$ cat config.mk
export PLATFORM = sky130hd
export DESIGN_NAME = cdfs_mul
export DESIGN_NICKNAME = d
export VERILOG_FILES = /design/src/hw/rtl/cdfs_mul.sv
export SDC_FILE = /design/constraint.sdc
export NUM_CORES = 1
export LEC_CHECK = 0
export BUFFER_PORTS_ARGS = -buffer_cell sky130_fd_sc_hd__buf_2
export CELL_PAD_IN_SITES_DETAIL_PLACEMENT = 1
export CELL_PAD_IN_SITES_GLOBAL_PLACEMENT = 2
export CORE_MARGIN = 8
export CORE_UTILIZATION = 38
export CTS_BUF_LIST = sky130_fd_sc_hd__clkbuf_8
export DETAILED_ROUTE_END_ITERATION = 16
export GPL_TIMING_DRIVEN = 0
export HOLD_SLACK_MARGIN = 0.06
export PLACE_DENSITY_LB_ADDON = 0.1
export SETUP_SLACK_MARGIN = 0.05
export SLEW_MARGIN = 15
export SYNTH_ARGS = -nofsm -noshare
export SYNTH_HDL_FRONTEND = slang
export SYNTH_SLANG_ARGS = --single-unit
$ cat constraint.sdc
create_clock -name clk -period 7.3 [get_ports clk]
set_clock_uncertainty 0.05 [all_clocks]
set_input_delay 1.095 -clock clk [delete_from_list [all_inputs] [get_ports clk]]
set_output_delay 1.095 -clock clk [all_outputs]
set_load 0.1 [all_outputs]
$ cat src/hw/rtl/cdfs_mul.sv
// shared signed multiplier with registered product
module cdfs_mul #(
	parameter int A_W = 25,
	parameter int B_W = 17
) (
	input  logic                     clk,
	input  logic signed [A_W-1:0]    a,
	input  logic signed [B_W-1:0]    b,
	output logic signed [A_W+B_W-1:0] p_q
);

	always_ff @(posedge clk) begin
		p_q <= a * b;
	end

endmodule

Word-level counts from Yosys, hierarchy flattened. Index checks and enable logic that the tools add are counted.

Output and inout bits: 42. Word-level logic and storage cells: 2. Flip-flop bits (word level): 42.

Multiply operators: 1.

Operators with widths (number): multiplier 25 x 17 -> 42 bit (1).

Depth between registers and ports, before layout.
Depth after elaboration: 1. Gate-level depth with buffers: 24.

Worst setup path after synthesis. No wires, ideal clock.

Path kind: input to register. Start point: input b[4]. End point: register p_q[40]. Buffers on the path: 1. Cell stages on the path: 21. Path slack: 0.158 ns. Data arrival time: 7.013 ns. Required time: 7.171 ns. Cell sequence: clkbuf_1 nand2_1 fa_1 inv_1 fa_1 fa_1 fa_1 fa_1 inv_1 fa_1 inv_1 ha_1 a211o_1 a311o_1 a221oi_2 o22ai_1 nor3_2 a31oi_1 o41ai_4 or4b_1 o211ai_1.

Longest elaborated chain between the ends: 1.

RTL lines: start, declared (line 8) `input logic signed [B_W-1:0] b,`; multiplier 25 x 17 -> 42 bit (line 13) `p_q <= a * b;`; end signal, assigned (line 13); end, declared (line 9) `output logic signed [A_W+B_W-1:0] p_q`.

No other way between the ends.

Final worst setup path.
Start point: input a[15]. End point: register p_q[40].

Longest elaborated chain between the ends: 1.

RTL lines: start, declared (line 7) `input logic signed [A_W-1:0] a,`; multiplier 25 x 17 -> 42 bit (line 13).

No other way between the ends.

==> run summary <==
Status: finished, final reports clean
Synth-to-layout area growth: 17.88%
Clock Path Buffers: 2
Most frequent cells in the layout: 444 x inv_1, 405 x fa_1, 235 x nand2_1
Hold_buf cts: 0
Hold crit path type: in -> reg
Post-route ant nets: 0
Nets@finish: 2391
DRT iter0 DRCs: 386
Top cell type's share of synthesized area: 52.50%
CTS tree: built
Worst path cell trace: buf_6 -> clkbuf_16 -> buf_4 -> nand2_1 -> fa_1 -> fa_1 -> fa_1 -> inv_1 -> fa_1 -> fa_1 -> inv_1 -> fa_2 -> inv_1 -> ha_2 -> and4_2 -> nand2_1 -> or2_4 -> a31oi_4 -> nor3_4 -> a31oi_4 -> o41ai_4 -> or4b_4 -> o211ai_1
Initial antenna violation count: 1
Sink Count: 42
Largest area contributor in the synthesized netlist: fa_1
Full die area: 0.04854 mm^2
CTS clk-pin slew, worst paths: 0.10 ns
Period utilisation layout: 97.92%
DP Worst Slack: -1.432 ns
Die Ht: 220.3 um
DR pass1 iterations: 4
Ys async rst share: 0%
Final Max Tran Viols: 0
Final wirelength: 52.56 mm
Max reg flops: 42
Slew @ Worst Pin: 0.5534 ns
Detail Placement HPWL: 44.00 mm
Tmin final: 7.148 ns
Avg Inst Size Synth: 9.299 um^2
Post-synthesis net count: 2266
Syn. warnings: 0
Main synth FF type: dfxtp_1
Post-Synthesis Cells: 1706
Drt drc: 0
Largest register by flop count: p_q
Hold Fails Final Rpt: 0
Final setup viols: 0
Slowest-stage cell, CP: fa_2
Crit-path max FO: 8
Detailed-route wire length per cell: 22.16 um
Vias per cell: 4.913
Crit-path most repeated cell: fa_1
CP max stage delay: 0.60 ns
Largest registers: p_q: 42 flops
Register area share after synthesis: 5.300%
WP data required: 7.55 ns
Buf/Inv on CP: 6
RSZ-0062 raised after global routing: yes
Crit. End Element: flop
Clock root cell: clkbuf_8
#FFs+latches synth: 42
Crit path launch type: input port
Crit Path Class: in -> reg
CTS Buf Count: 5
H-tree depth: 2
Vias in the first global route: 13490
Yosys cell types: 49
Crit-path leading delay family: adder cells
Die width: 220.3 um
Layout cells sized above 1: 12.88%
Post-synth EDFFs: 0
Starting density of the core: 38.16%
Fmax: 139.9 MHz
Top cells by area, synth: fa_1 52%, inv_1 11%, ha_1 8.0%
GP Congestion: 0.9003
I/O pins: 85
Largest net degree at the start of global routing: 17
First-pass GRT wire length: 80.81 mm
Core ar.: 0.04157 mm^2
Total grt overflow: 0
Commonest non-fill, non-tap cell in the layout: inv_1
DR vias: 11650
Crit path DAT: 7.40 ns
Post-Syn Area: 0.01586 mm^2
FP Rows: 75
Relative slew slack: 63.11%
Max-cap violations: 0
Crit path setup slack, layout: 0.1517 ns
Tot GR Track Use: 22.73%
PortBufs: 84
[synthesized netlist by cell type (2+ instances only)]
| library cell | n |
|---|---|
| nand2b_1 | 12 |
| a221oi_1 | 2 |
| nor2b_1 | 4 |
| and2_1 | 188 |
| o21ai_0 | 12 |
| a21oi_1 | 22 |
| nor3_1 | 2 |
| nand2_1 | 237 |
| a311oi_1 | 2 |
| a21o_1 | 16 |
| xnor2_1 | 31 |
| o2111ai_1 | 2 |
| clkbuf_1 | 60 |
| nand3_1 | 3 |
| nand4_1 | 5 |
| nor4_1 | 2 |
| nor2_1 | 34 |
| or2_2 | 2 |
| fa_1 | 416 |
| and4_1 | 4 |
| o211ai_1 | 2 |
| or4_1 | 2 |
| o21a_1 | 4 |
| inv_1 | 446 |
| xor2_1 | 10 |
| and3_1 | 4 |
| o21bai_1 | 11 |
| a31oi_1 | 4 |
| ha_1 | 101 |
| dfxtp_1 | 42 |
| a211o_1 | 2 |
| a211oi_1 | 5 |
[routing by layer]
| layer | global-route usage (%) | vias to the layer above | routed length, um |
|---|---|---|---|
| met5 | 0 | - | 0 |
| met4 | 10.07 | 0 | 2773 |
| met3 | 2.611 | 92 | 1717 |
| met2 | 40.64 | 211 | 27050 |
| met1 | 27.30 | 6176 | 21020 |
| li1 | - | 5175 | - |
[through the flow]
| stage | hold slack, ns | setup TNS, ns | utilization [%] | area (um^2) | instances |
|---|---|---|---|---|---|
| detailed placement | 1.421 | -19.01 | 40.79 | 16960 | 2329 |
| finish | 1.093 | 0 | 44.98 | 18700 | 2372 |
| global placement | 1.416 | -18.31 | 40.79 | 16960 | 2329 |
| floorplan | 1.167 | 0 | - | 15860 | 1706 |
| CTS | 1.063 | 0 | 44.07 | 18320 | 2346 |
| global route | 1.083 | -0.04324 | 44.98 | 18700 | 2371 |
[what timing repair did]
item / CTS / global route
cloned: 0 / 2
buffers inserted: 11 / 23
gates resized for setup: 277 / 49
setup endpoints to repair: 20 / 6
pin swaps: 19 / 28
[worst paths after layout]
kind,from,end,slack (ns),depth (start not counted)
max,a[15],p_q[40],0.15,23
min,a[0],p_q[0],1.09,2
[logic make-up after synthesis]
| logic type | after synthesis | synth area share [%] |
|---|---|---|
| buffers and inverters | 508 | 12.02 |
| AOI/OAI and AO/OA | 95 | 4.251 |
| and+or+nand+nor | 502 | 15.63 |
| xor gates and xnor gates | 41 | 2.264 |
| DFF | 42 | 5.300 |
| muxes | 1 | 0.07098 |
| adders and majority gates | 517 | 60.46 |
[area by class of cell]
| class | instances | area (um^2) |
|---|---|---|
| antenna | 1 | 2.502 |
| sequential | 42 | 840.8 |
| inverter | 447 | 1690 |
| multi-input combinational | 1156 | 13380 |
| buffer | 59 | 1060 |
| clock inverter | 3 | 41.29 |
| clock buffer | 5 | 68.82 |
| tap | 539 | 674.4 |
| timing repair buffer | 120 | 947.2 |
| fill | 4797 | 22870 |
Power is not shown: default switching activity piles up to over one toggle a cycle in this logic, so the estimate is an artifact.
